[config.mk]
export PLATFORM = sky130hd
export DESIGN_NAME = gpio_port_register_block_core_flat
export DESIGN_NICKNAME = d
export VERILOG_FILES = /design/src/hdl/gprb_pkg.sv /design/src/hdl/gprb_if.sv /design/src/hdl/gprb_lock.sv /design/src/hdl/gprb_port_regs.sv /design/src/hdl/gpio_port_register_block_core.sv /design/src/flat_wrapper.sv
export SDC_FILE = /design/constraint.sdc
export NUM_CORES = 1
export LEC_CHECK = 0
export ABC_AREA = 1
export BUFFER_PORTS_ARGS = -buffer_cell sky130_fd_sc_hd__buf_2
export CORE_UTILIZATION = 40
export DETAILED_ROUTE_END_ITERATION = 12
export SLEW_MARGIN = 5
export SYNTH_ARGS = -nofsm -noshare
export SYNTH_HDL_FRONTEND = slang
export SYNTH_SLANG_ARGS = --single-unit
[constraint.sdc]
create_clock -name clk -period 4.5 [get_ports clk]
set_input_delay 0.675 -clock clk [delete_from_list [all_inputs] [get_ports clk]]
set_output_delay 0.675 -clock clk [all_outputs]
set_load 0.01 [all_outputs]
[src/hdl/gprb_pkg.sv]
// Shared types, register select codes and mask helpers for the GPIO port register block.
// No dependencies; every other file imports this package.
`default_nettype none
package gprb_pkg;

  localparam int DEF_PIN_COUNT = 16;
  localparam int MAX_PINS = 16;
  localparam logic [63:0] CFG_RESET = 64'h4444_4444_4444_4444;

  typedef enum logic [2:0] {
    SEL_CRL  = 3'd0,
    SEL_CRH  = 3'd1,
    SEL_IDR  = 3'd2,
    SEL_ODR  = 3'd3,
    SEL_BSRR = 3'd4,
    SEL_BRR  = 3'd5,
    SEL_LCKR = 3'd6
  } sel_t;

  typedef struct packed {
    logic        req_type;
    logic [2:0]  reg_select;
    logic [31:0] write_data;
    logic [15:0] pin_levels;
  } req_t;

  typedef struct packed {
    logic [31:0] read_data;
    logic [15:0] output_levels;
    logic        lock_active;
  } rsp_t;

  typedef struct packed {
    logic        locked;
    logic [15:0] bits;
  } lock_status_t;

  function automatic logic [15:0] pin_mask(input int count);
    logic [15:0] m;
    for (int i = 0; i < MAX_PINS; i++) begin
      m[i] = (i < count);
    end
    return m;
  endfunction

  function automatic logic [63:0] pins_to_nibbles(input logic [15:0] pins);
    logic [63:0] m;
    for (int i = 0; i < MAX_PINS; i++) begin
      m[4*i +: 4] = {4{pins[i]}};
    end
    return m;
  endfunction

endpackage
`default_nettype wire

[src/hdl/gprb_if.sv]
// Valid/ready channel interfaces for bus requests and responses.
// Depends on gprb_pkg for the payload structs.
`default_nettype none
interface gprb_req_if import gprb_pkg::*; ();
  logic valid;
  logic ready;
  req_t data;
  modport source (output valid, output data, input ready);
  modport sink (input valid, input data, output ready);
endinterface

interface gprb_rsp_if import gprb_pkg::*; ();
  logic valid;
  logic ready;
  rsp_t data;
  modport source (output valid, output data, input ready);
  modport sink (input valid, input data, output ready);
endinterface
`default_nettype wire

[src/hdl/gprb_lock.sv]
// Lock key sequencer and lock bit register of the port.
// Depends on gprb_pkg.
`default_nettype none
module gprb_lock import gprb_pkg::*; #(
  parameter int PIN_COUNT = DEF_PIN_COUNT
) (
  input  wire logic         clk,
  input  wire logic         rst,
  input  wire logic         wr_en,
  input  wire logic [16:0]  wr_data,
  output lock_status_t      status,
  output lock_status_t      status_next
);

  localparam logic [15:0] PIN_MASK = pin_mask(PIN_COUNT);

  typedef enum logic [2:0] {
    ST_IDLE   = 3'b001,
    ST_FIRST  = 3'b010,
    ST_SECOND = 3'b100
  } step_t;

  step_t       step;
  step_t       step_next;
  logic        locked;
  logic        locked_next;
  logic [15:0] bits;
  logic [15:0] bits_next;
  logic [15:0] pins;
  logic        key;

  assign pins = wr_data[15:0] & PIN_MASK;
  assign key  = wr_data[16];

  always_comb begin
    step_next   = step;
    locked_next = locked;
    bits_next   = bits;
    if (wr_en && !locked) begin
      bits_next = pins;
      step_next = key ? ST_FIRST : ST_IDLE;
      unique case (step)
        ST_FIRST: begin
          if (!key && pins == bits) begin
            step_next = ST_SECOND;
          end
        end
        ST_SECOND: begin
          if (key && pins == bits) begin
            locked_next = 1'b1;
            step_next   = ST_IDLE;
          end
        end
        default: begin
        end
      endcase
    end
  end

  always_ff @(posedge clk) begin
    if (rst) begin
      step   <= ST_IDLE;
      locked <= 1'b0;
      bits   <= '0;
    end else begin
      step   <= step_next;
      locked <= locked_next;
      bits   <= bits_next;
    end
  end

  assign status      = '{locked: locked, bits: bits};
  assign status_next = '{locked: locked_next, bits: bits_next};

endmodule
`default_nettype wire

[src/hdl/gprb_port_regs.sv]
// Mode nibble registers (CRL, CRH) and output data register with set/reset writes.
// Depends on gprb_pkg.
`default_nettype none
module gprb_port_regs import gprb_pkg::*; #(
  parameter int PIN_COUNT = DEF_PIN_COUNT
) (
  input  wire logic         clk,
  input  wire logic         rst,
  input  wire logic         wr_en,
  input  wire logic [2:0]   sel,
  input  wire logic [31:0]  wr_data,
  input  wire lock_status_t lock,
  output logic [63:0]       cfg,
  output logic [15:0]       odr,
  output logic [15:0]       odr_next
);

  localparam logic [15:0] PIN_MASK  = pin_mask(PIN_COUNT);
  localparam logic [63:0] CFG_AVAIL = pins_to_nibbles(PIN_MASK);

  logic [63:0] cfg_next;
  logic [63:0] keep;
  logic [63:0] cfg_wr;

  assign keep   = (lock.locked ? pins_to_nibbles(lock.bits) : 64'd0) | ~CFG_AVAIL;
  assign cfg_wr = ((cfg & keep) | ({wr_data, wr_data} & ~keep)) & CFG_AVAIL;

  always_comb begin
    cfg_next = cfg;
    odr_next = odr;
    if (wr_en) begin
      unique case (sel_t'(sel))
        SEL_CRL:  cfg_next[31:0]  = cfg_wr[31:0];
        SEL_CRH:  cfg_next[63:32] = cfg_wr[63:32];
        SEL_ODR:  odr_next = wr_data[15:0] & PIN_MASK;
        SEL_BSRR: odr_next = ((odr & ~wr_data[31:16]) | wr_data[15:0]) & PIN_MASK;
        SEL_BRR:  odr_next = odr & ~wr_data[15:0] & PIN_MASK;
        default: begin
        end
      endcase
    end
  end

  always_ff @(posedge clk) begin
    if (rst) begin
      cfg <= CFG_RESET & CFG_AVAIL;
      odr <= '0;
    end else begin
      cfg <= cfg_next;
      odr <= odr_next;
    end
  end

endmodule
`default_nettype wire

[src/hdl/gpio_port_register_block_core.sv]
// Top level of the GPIO port register block: read decode and response register.
// Depends on gprb_pkg, gprb_if, gprb_lock and gprb_port_regs.
//
//   Channel  Direction  Word
//   req      in         req_type, reg_select, write_data, pin_levels
//   rsp      out        read_data, output_levels, lock_active
//
// Each accepted request word updates the registers at the accepting edge and
// its response word is held in the response register from the next cycle on.
// A new request is taken every cycle while the response side takes words;
// req.ready is low only while a response waits and rsp.ready is low.
// Reset is synchronous and returns all but the response data to power-on values.
`default_nettype none
module gpio_port_register_block_core import gprb_pkg::*; #(
  parameter int PIN_COUNT = DEF_PIN_COUNT
) (
  input wire logic  clk,
  input wire logic  rst,
  gprb_req_if.sink   req,
  gprb_rsp_if.source rsp
);

  localparam logic [15:0] PIN_MASK = pin_mask(PIN_COUNT);

  logic         accept;
  logic         wr_en;
  lock_status_t lock;
  lock_status_t lock_next;
  logic [63:0]  cfg;
  logic [15:0]  odr;
  logic [15:0]  odr_next;
  logic [31:0]  rd_data;
  logic         rsp_valid;
  rsp_t         rsp_data;

  assign req.ready = !rsp_valid || rsp.ready;
  assign accept    = req.valid && req.ready;
  assign wr_en     = accept && req.data.req_type;

  gprb_lock #(.PIN_COUNT(PIN_COUNT)) u_lock (
    .clk         (clk),
    .rst         (rst),
    .wr_en       (wr_en && sel_t'(req.data.reg_select) == SEL_LCKR),
    .wr_data     (req.data.write_data[16:0]),
    .status      (lock),
    .status_next (lock_next)
  );

  gprb_port_regs #(.PIN_COUNT(PIN_COUNT)) u_regs (
    .clk      (clk),
    .rst      (rst),
    .wr_en    (wr_en),
    .sel      (req.data.reg_select),
    .wr_data  (req.data.write_data),
    .lock     (lock),
    .cfg      (cfg),
    .odr      (odr),
    .odr_next (odr_next)
  );

  always_comb begin
    rd_data = '0;
    if (!req.data.req_type) begin
      unique case (sel_t'(req.data.reg_select))
        SEL_CRL:  rd_data = cfg[31:0];
        SEL_CRH:  rd_data = cfg[63:32];
        SEL_IDR:  rd_data = {16'd0, req.data.pin_levels & PIN_MASK};
        SEL_ODR:  rd_data = {16'd0, odr};
        SEL_LCKR: rd_data = {15'd0, lock.locked, lock.bits};
        default:  rd_data = '0;
      endcase
    end
  end

  always_ff @(posedge clk) begin
    if (rst) begin
      rsp_valid <= 1'b0;
    end else if (accept) begin
      rsp_valid <= 1'b1;
    end else if (rsp.ready) begin
      rsp_valid <= 1'b0;
    end
  end

  always_ff @(posedge clk) begin
    if (accept) begin
      rsp_data <= '{read_data: rd_data, output_levels: odr_next,
                    lock_active: lock_next.locked};
    end
  end

  assign rsp.valid = rsp_valid;
  assign rsp.data  = rsp_data;

endmodule
`default_nettype wire
[src/flat_wrapper.sv]
// flat-port wrapper written by rule: the top's interface ports become plain ports
module gpio_port_register_block_core_flat import gprb_pkg::*;
#(
  parameter int PIN_COUNT = DEF_PIN_COUNT
)
  (clk, rst, req_valid, req_data, req_ready, rsp_valid, rsp_data, rsp_ready);
  gprb_req_if req_i ();
  gprb_rsp_if rsp_i ();
  input wire logic clk;
  input wire logic rst;
  input wire logic [$bits(req_i.valid)-1:0] req_valid;
  input wire logic [$bits(req_i.data)-1:0] req_data;
  output wire logic [$bits(req_i.ready)-1:0] req_ready;
  output wire logic [$bits(rsp_i.valid)-1:0] rsp_valid;
  output wire logic [$bits(rsp_i.data)-1:0] rsp_data;
  input wire logic [$bits(rsp_i.ready)-1:0] rsp_ready;
  assign req_i.valid = req_valid;
  assign req_i.data = req_data;
  assign req_ready = req_i.ready;
  assign rsp_valid = rsp_i.valid;
  assign rsp_data = rsp_i.data;
  assign rsp_i.ready = rsp_ready;
  gpio_port_register_block_core #(.PIN_COUNT(PIN_COUNT)) u_core (.clk(clk), .rst(rst), .req(req_i), .rsp(rsp_i));
endmodule
* Word level (Yosys, flattened, before mapping)
Cells that the tools add are included.
** Cells by class
- Equality and inequality tests :: 9
- Muxes and demuxes :: 13
- Bitwise operators :: 9
- Reduce and logical (&&, ||, !) cells :: 14
** Operator list (number)
- $pmux 32 s5 :: 1
- $and 64x64->64 :: 2
- $mux 64 :: 1
- $not 64->64 :: 1
- $or 64x64->64 :: 1
- $pmux 16 s3 :: 1
- $and 16x16->16 :: 2
- $not 16->16 :: 2
- $eq 16x16->1 :: 1
- $mux 16 :: 1
- $or 16x16->16 :: 1
- $eq 3x3->1 const B :: 4
- $eq 3x2->1 const B :: 3
- $logic_and 1x1->1 :: 6
- $pmux 3 s2 :: 1
- $mux 1 :: 5
- $mux 2 :: 2
- $reduce_and 2->1 :: 2
- $eq 3x1->1 const B :: 1
- $logic_not 1->1 :: 3
- $logic_not 3->1 :: 1
- $mux 3 :: 1
- $reduce_bool 2->1 :: 1
- $logic_or 1x1->1 :: 1
** Word-level totals
- Register bits :: 150
- Bits of input ports :: 56
- Output and inout port bits :: 51
- Word-level logic and storage cells :: 55

* Longest topological paths before layout
Gate-level depths: netlist of run 1.
- Word-level depth :: 7
- Gate-level depth with buffers :: 9

* Cells and area by module
From an unflattened synthesis of run 1, not the netlist that was laid out.
** Unflattened totals
- Cell total of the unflattened synthesis :: 952
- Area total of the unflattened synthesis :: 7352.1 µm²
** By module, submodules not included
- gprb_port_regs :: instances 1, cells an instance 463, area each 3540.9 µm², seq. area each 1601.5 µm²
- gpio_port_register_block_core :: instances 1, cells an instance 283, area each 2633.8 µm², seq. area each 1491.4 µm²
- gprb_lock :: instances 1, cells an instance 206, area each 1177.4 µm², seq. area each 400.4 µm²

* Worst setup path before layout of run 1
OpenSTA, ideal clock, no wires.
- Kind :: input-to-reg
- From :: in rsp_ready
- To :: reg u_core.rsp.data[0] (netlist name)
- Library setup time :: 0.403 ns
- Arrival :: 1.890 ns
- Required time :: 4.097 ns
- Setup slack :: 2.206 ns
- Stages on the path :: 4
- Buffers on the path :: 0
- Cell sequence :: inv_1 > nand2_2 > nand2_2 > inv_1
** On the way
- Cells in the longest elaborated chain, start to end :: 2
** Ends and longest elaborated chain
- start: declaration :: RTL line flat_wrapper.sv:16 : input wire logic [$bits(rsp_i.ready)-1:0] rsp_ready;
- $logic_or 1x1->1 :: RTL line gpio_port_register_block_core.sv:36 : assign req.ready = !rsp_valid || rsp.ready;
- net req_ready :: RTL line flat_wrapper.sv:13 : output wire logic [$bits(req_i.ready)-1:0] req_ready;
- $logic_and 1x1->1 :: RTL line gpio_port_register_block_core.sv:37 : assign accept = req.valid && req.ready;
- net u_core.accept :: RTL line gpio_port_register_block_core.sv:25 : logic accept;
The timed path passes the listed nets, and every way through them passes these cells.
A chain may end at the register's enable or synchronous reset.

* Worst setup path in the final report of run 1
- From :: in req_data[51]
- To :: reg u_core.u_lock.bits[6]
** On the way
- Cells in the longest elaborated chain, start to end :: 3
** Ends and longest elaborated chain
- start: declaration :: RTL line flat_wrapper.sv:12 : input wire logic [$bits(req_i.data)-1:0] req_data;
- $logic_and 1x1->1 :: RTL line gpio_port_register_block_core.sv:38 : assign wr_en = accept && req.data.req_type;
- $logic_and 1x1->1 :: RTL line gpio_port_register_block_core.sv:43 : .wr_en (wr_en && sel_t'(req.data.reg_select) == SEL_LCKR),
- $logic_and 1x1->1 :: RTL line gprb_lock.sv:39 : if (wr_en && !locked) begin
- end signal: assignment :: RTL line gprb_lock.sv:68 : bits <= bits_next;
- end: declaration :: RTL line gprb_lock.sv:27 : logic [15:0] bits;
No other way between the ends.

==> results.tsv, run 1 <==
metric	value	unit
syn_nets	844	
drt total wl	17700	µm
core area	0.0161	mm²
I/O Buffers	106	
HP Class	reg -> reg	
Yosys cell types	32	
total power	3.20	mW
Syn Area/Cell	8.46	µm²
area added between synthesis and finish	19.1	%
Initial Util	41.5	%
vias in the first global route	5188	
Die Wd	131	µm
post-synthesis sequential element count	150	
Design Area, Final	0.00794	mm²
Leakage	3.37	nW
Final Hold Fails	0	
crit path time final	2480	ps
Synth top area share	30.3	%
post-DR wirelength/cell	15.9	µm
Boundary Pins	107	
commonest non-fill, non-tap cell in the layout	nand2_1	
Critical Path Start Type	input pin	
Post-Route Utilization	49.5	%
PD cells	403	mW/mm²
clk slew on worst S/H paths	60	ps
TNS Setup	0	ps
Hold WS	456	ps
Initial DRT Pass Iterations	5	
most frequent cells in the layout	nand2_1 (156), buf_2 (106), dfxtp_1 (101), inv_1 (88), o21ai_0 (76)	
synth top area cells	dfxtp_1 (30%), edfxtp_1 (22%), nand2_1 (8.8%), o21ai_0 (5.7%), a21oi_1 (5.1%)	
fmax	404	MHz
largest net degree at the start of global routing	50	
Die ar.	0.0172	mm²
Yosys warning count	0	
CTS sink cnt	150	
total global-route track usage	21.3	%
initial antenna violation count	1	
slew margin rel.	22.9	%
Root Driver	clkbuf_16	
layout cells sized above 1	22.0	%
H-tree lvl count	4	
Die Y-Extent	131	µm
Synth area leader	dfxtp_1	
post-cts resize count	0	
# DRC	0	
Post-Syn Instances	788	
vias per cell	5.03	
Crit Path Max Fanout	38	
Critical Path RT	4770	ps
setup repair after global routing missed its margin	no	
fin nets	939	
outcome	finished, final reports clean	
dpl cell area	0.00732	mm²
clk_skew	8.12	ps
Detailed Route Iter0 Violations	389	
number of core rows	46	
Via Count	5598	
cts bufs inserted	17	
Crit Path Class	in -> reg	
post-CTS setup buffer count	0	
Skew-Pair Late Insertion Delay	430	ps
wire length of the first global-routing pass	28400	µm
max-slew violation count	0	
CP endpoint kind	flip-flop	
post-route ant nets	0	
routability cong.	0.833	
Least-Margin Pin Slew	1150	ps
Remaining Overflow, GRT	0	
final setup fails	0	
max cap viols	0	
post-synthesis sequential area ratio	52.4	%
hpwl dp	11900	µm
Worst Path Arrival	2740	ps
VDD IR max	0.281	mV
CTS tree	yes	
Post-Syn Area	0.00667	mm²
cts hold-fix bufs	0	
Final period util	55.0	%
CTS Buffer Depth	2	
## critical path, stage by stage
cell and delay, ps:
buf_2 550, inv_2 140, nor2_8 190, nand2_1 670
o21ai_0 430, a21oi_1 70
## through the flow
step / worst slack (ps) / instances
after detailed placement: 1600 / 1080
after floorplan: 2210 / 788
after global routing: 1830 / 1113
final: 2020 / 1113
after CTS: 2050 / 1112
after global placement: 1660 / 1080
## Yosys cell counts (all sizes together)
cell	number
a211oi	16
a21oi	94
a221oi	1
buf	17
clkbuf	16
clkinv	1
dfxtp	101
edfxtp	49
inv	95
nand2	162
nand3	16
nand4	3
nor2	79
nor3b	1
o211ai	8
o21ai	91
o22ai	37
xor2	1
## worst paths after layout
check | end | start | depth (start not counted) | slack (ps)
worst min-delay path | flip-flop | flip-flop | 2 | 460
worst max-delay path | u_core.u_lock.bits[6] | req_data[51] | 6 | 2020
worst max register to register | u_core.rsp.data[0] | u_core.u_lock.locked | 6 | 2410
worst min register to register | flip-flop | flip-flop | 2 | 460
## layout make-up
class	count	area (µm²)
Sequential cell	150	3490
Clock buffer	19	443
Inverter	96	360
Multi-Input combinational cell	509	2640
Antenna cell	1	2.50
Clock inverter	13	180
Fill cell	1546	8120
Timing Repair Buffer	109	553
Tap cell	216	270
## report_power, final
part           total, mW  leakage (nW)  switching [mW]  internal [mW]
sequential          1.46          1.31          0.0173           1.44
clock               1.50         0.299           0.565          0.939
combinational      0.238          1.75           0.164         0.0743
total               3.20          3.37           0.746           2.46
## cell families after synthesis
kind of cell | after synthesis | share of synthesized area, %
flip-flops | 150 | 52.4
XOR/XNOR | 1 | 0.131
buffers and inverters | 129 | 8.03
AND/OR/NAND/NOR | 261 | 16.3
AO/OA/AOI/OAI | 247 | 23.1
## per-layer routing
metal / vias up / part of all wire (%) / global-route usage (%)
li1: 2835 / - / -
met1: 2610 / 50 / 30.4
met2: 142 / 45 / 32.1
met3: 11 / 4.6 / 5.09
met4: 0 / 0.97 / 5.88
met5: - / 0 / 0
Note: power is estimated with default switching activity, not from simulation.
==> inputs of run 2 (changes only) <==
==> constraint.sdc (replaced) <==
create_clock -name clk -period 2.1 [get_ports clk]
set_input_delay 0.315 -clock clk [delete_from_list [all_inputs] [get_ports clk]]
set_output_delay 0.315 -clock clk [all_outputs]
set_load 0.01 [all_outputs]
==> run 2 against run 1 <==
  * Power up 110%
  * Via count grew 1.0%
  * Register-to-register slack worse by 1900 ps
  * Non-clock buffer count is 16 higher
  * Largest cell class unchanged
  * Largest power group is now registers
  * Sequential power is 110% higher
  * Cell count rose by 1.3%
  * Global-route usage barely moved
  * Hold slack lost 310 ps
  * Setup slack worse by 1500 ps
  * Die area unchanged
==> results.tsv, run 2 (synthesized netlist as in run 1, its figures left out) <==
metric	value	unit
vias in the first global route	5259	
vias per cell	5.01	
Initial Util	41.5	%
largest net degree at the start of global routing	81	
Die ar.	0.0172	mm²
Logic pwr share	7.9	%
number of core rows	46	
cts bufs inserted	17	
Design Area, Final	0.00807	mm²
H-tree lvl count	4	
Root Driver	clkbuf_16	
CTS Buffer Depth	2	
Die Y-Extent	131	µm
Critical Path Start Type	flip-flop	
# DRC	0	
max-slew violation count	0	
CTS sink cnt	150	
Post-Route Utilization	50.3	%
I/O Buffers	106	
clk_skew	8.99	ps
CP max stage delay	340	ps
post-route ant nets	0	
Final Hold Fails	0	
Die Wd	131	µm
setup repair after global routing missed its margin	no	
Worst Path Arrival	1940	ps
internal power	5.20	mW
sw frac	23.5	%
PnR worst setup slack	480	ps
Crit Path Max Fanout	8	
core area	0.0161	mm²
final setup fails	0	
outcome	finished, final reports clean	
area added between synthesis and finish	21.0	%
Via Count	5655	
Skew-Pair Late Insertion Delay	430	ps
slew margin rel.	69.4	%
hold depth	3	
Crit Path Class	reg -> reg	
CP max stage cell	a21oi_2	
sw power	1.60	mW
crit-path cells	nand2_2, nand2_2, nor2_8, nand2_4, a21oi_2, inv_1, nor2_1, nor2_1	
clock power share	46.0	%
Flop pwr share	46.1	%
post-CTS setup buffer count	0	
clk slew on worst S/H paths	60	ps
Critical Path RT	2420	ps
PD cells	842	mW/mm²
worst reg2reg setup slack	480	ps
dpl cell area	0.00746	mm²
pre-CTS WS	373	ps
initial antenna violation count	0	
CP Buf/Inv Count	1	
Final period util	77.2	%
post-DR wirelength/cell	15.7	µm
Detailed Route Iter0 Violations	511	
delay-heaviest family, CP	simple AND/OR/NAND/NOR gates	
Boundary Pins	107	
cts hold-fix bufs	0	
Least-Margin Pin Slew	458	ps
post-cts resize count	0	
fmax	617	MHz
CTS tree	yes	
Leakage	3.44	nW
worst-case reg-to-reg path depth	8	
total power	6.79	mW
Crit path depth	8	
Remaining Overflow, GRT	0	
commonest non-fill, non-tap cell in the layout	nand2_1	
CP endpoint kind	flip-flop	
Ant. Diodes	0	
total global-route track usage	21.3	%
layout cells sized above 1	23.4	%
Reg-to-Reg Start	u_core.rsp.valid	
most frequent cells in the layout	nand2_1 (156), buf_2 (106), dfxtp_1 (101), inv_1 (88), o21ai_0 (76)	
routability cong.	0.798	
TNS Setup	0	ps
VDD IR max	0.591	mV
HP Class	in -> reg	
drt total wl	17700	µm
fin nets	955	
max cap viols	0	
Hold Startpoint	req_data[38]	
hpwl dp	12400	µm
wire length of the first global-routing pass	28400	µm
crit path time final	1620	ps
Initial DRT Pass Iterations	5	
run 2: cell types whose count changed in the layout (fill, tap and decap cells not counted):
| cell | delta |
|---|---|
| buf_4 | +14 |
| buf_12 | +2 |
| clkinv_4 | -2 |
| clkinvlp_4 | +2 |
| bufinv_16 | -1 |
| clkbuf_8 | +1 |
| clkinv_2 | -1 |
| diode_2 | -1 |
| inv_6 | +1 |
run 2: layer usage:
metal,global-route usage (%),wire (µm),up-vias
li1,-,-,2881
met3,4.17,812,16
met1,30.8,8960,2626
met5,0,0,-
met4,6.86,197,0
met2,31.8,7730,132
run 2: stage by stage:
| step | hold slack (ps) | cells |
|---|---|---|
| final | 144 | 1128 |
| after detailed placement | 447 | 1096 |
| after global routing | 141 | 1128 |
| after global placement | 442 | 1096 |
| after CTS | 125 | 1128 |
| after floorplan | 427 | 788 |
run 2: worst reg2reg max path, cell delays in order, from the launching register on:
cell and delay, ps:
dfxtp_1 310, nand2_2 80, nand2_2 110, nor2_8 180
nand2_4 180, a21oi_2 340, inv_1 150, nor2_1 110
nor2_1 50
run 2: worst max-delay path by stage:
| stage | start | endpoint | slack, ps |
|---|---|---|---|
| floorplan | u_core.rsp.valid | u_core.rsp.data[0] | 160 |
| global placement | req_data[49] | u_core.rsp.data[32] | 380 |
| detailed placement | req_data[48] | u_core.rsp.data[18] | 370 |
| CTS | u_core.rsp.valid | flip-flop | 510 |
| global route | u_core.u_lock.bits[2] | u_core.rsp.data[0] | 390 |
| finish | u_core.rsp.valid | flip-flop | 480 |
run 2: power groups by stage:
stage | clock network (mW) | registers [mW] | logic (mW)
after global routing | 3.31 | 3.14 | 0.590
final | 3.13 | 3.13 | 0.536
after floorplan | 0 | 3.22 | 0.261
after detailed placement | 0 | 3.19 | 0.535
after global placement | 0 | 3.20 | 0.531
after CTS | 3.19 | 3.13 | 0.536
run 2: layout make-up:
type / count / area (µm²)
multi-input cells: 509 / 2640
fillers: 1497 / 7990
well taps: 216 / 270
inverters: 96 / 360
clock inverters: 12 / 151
repair buffers: 125 / 698
clock buffers: 20 / 457
flip-flops and latches: 150 / 3490
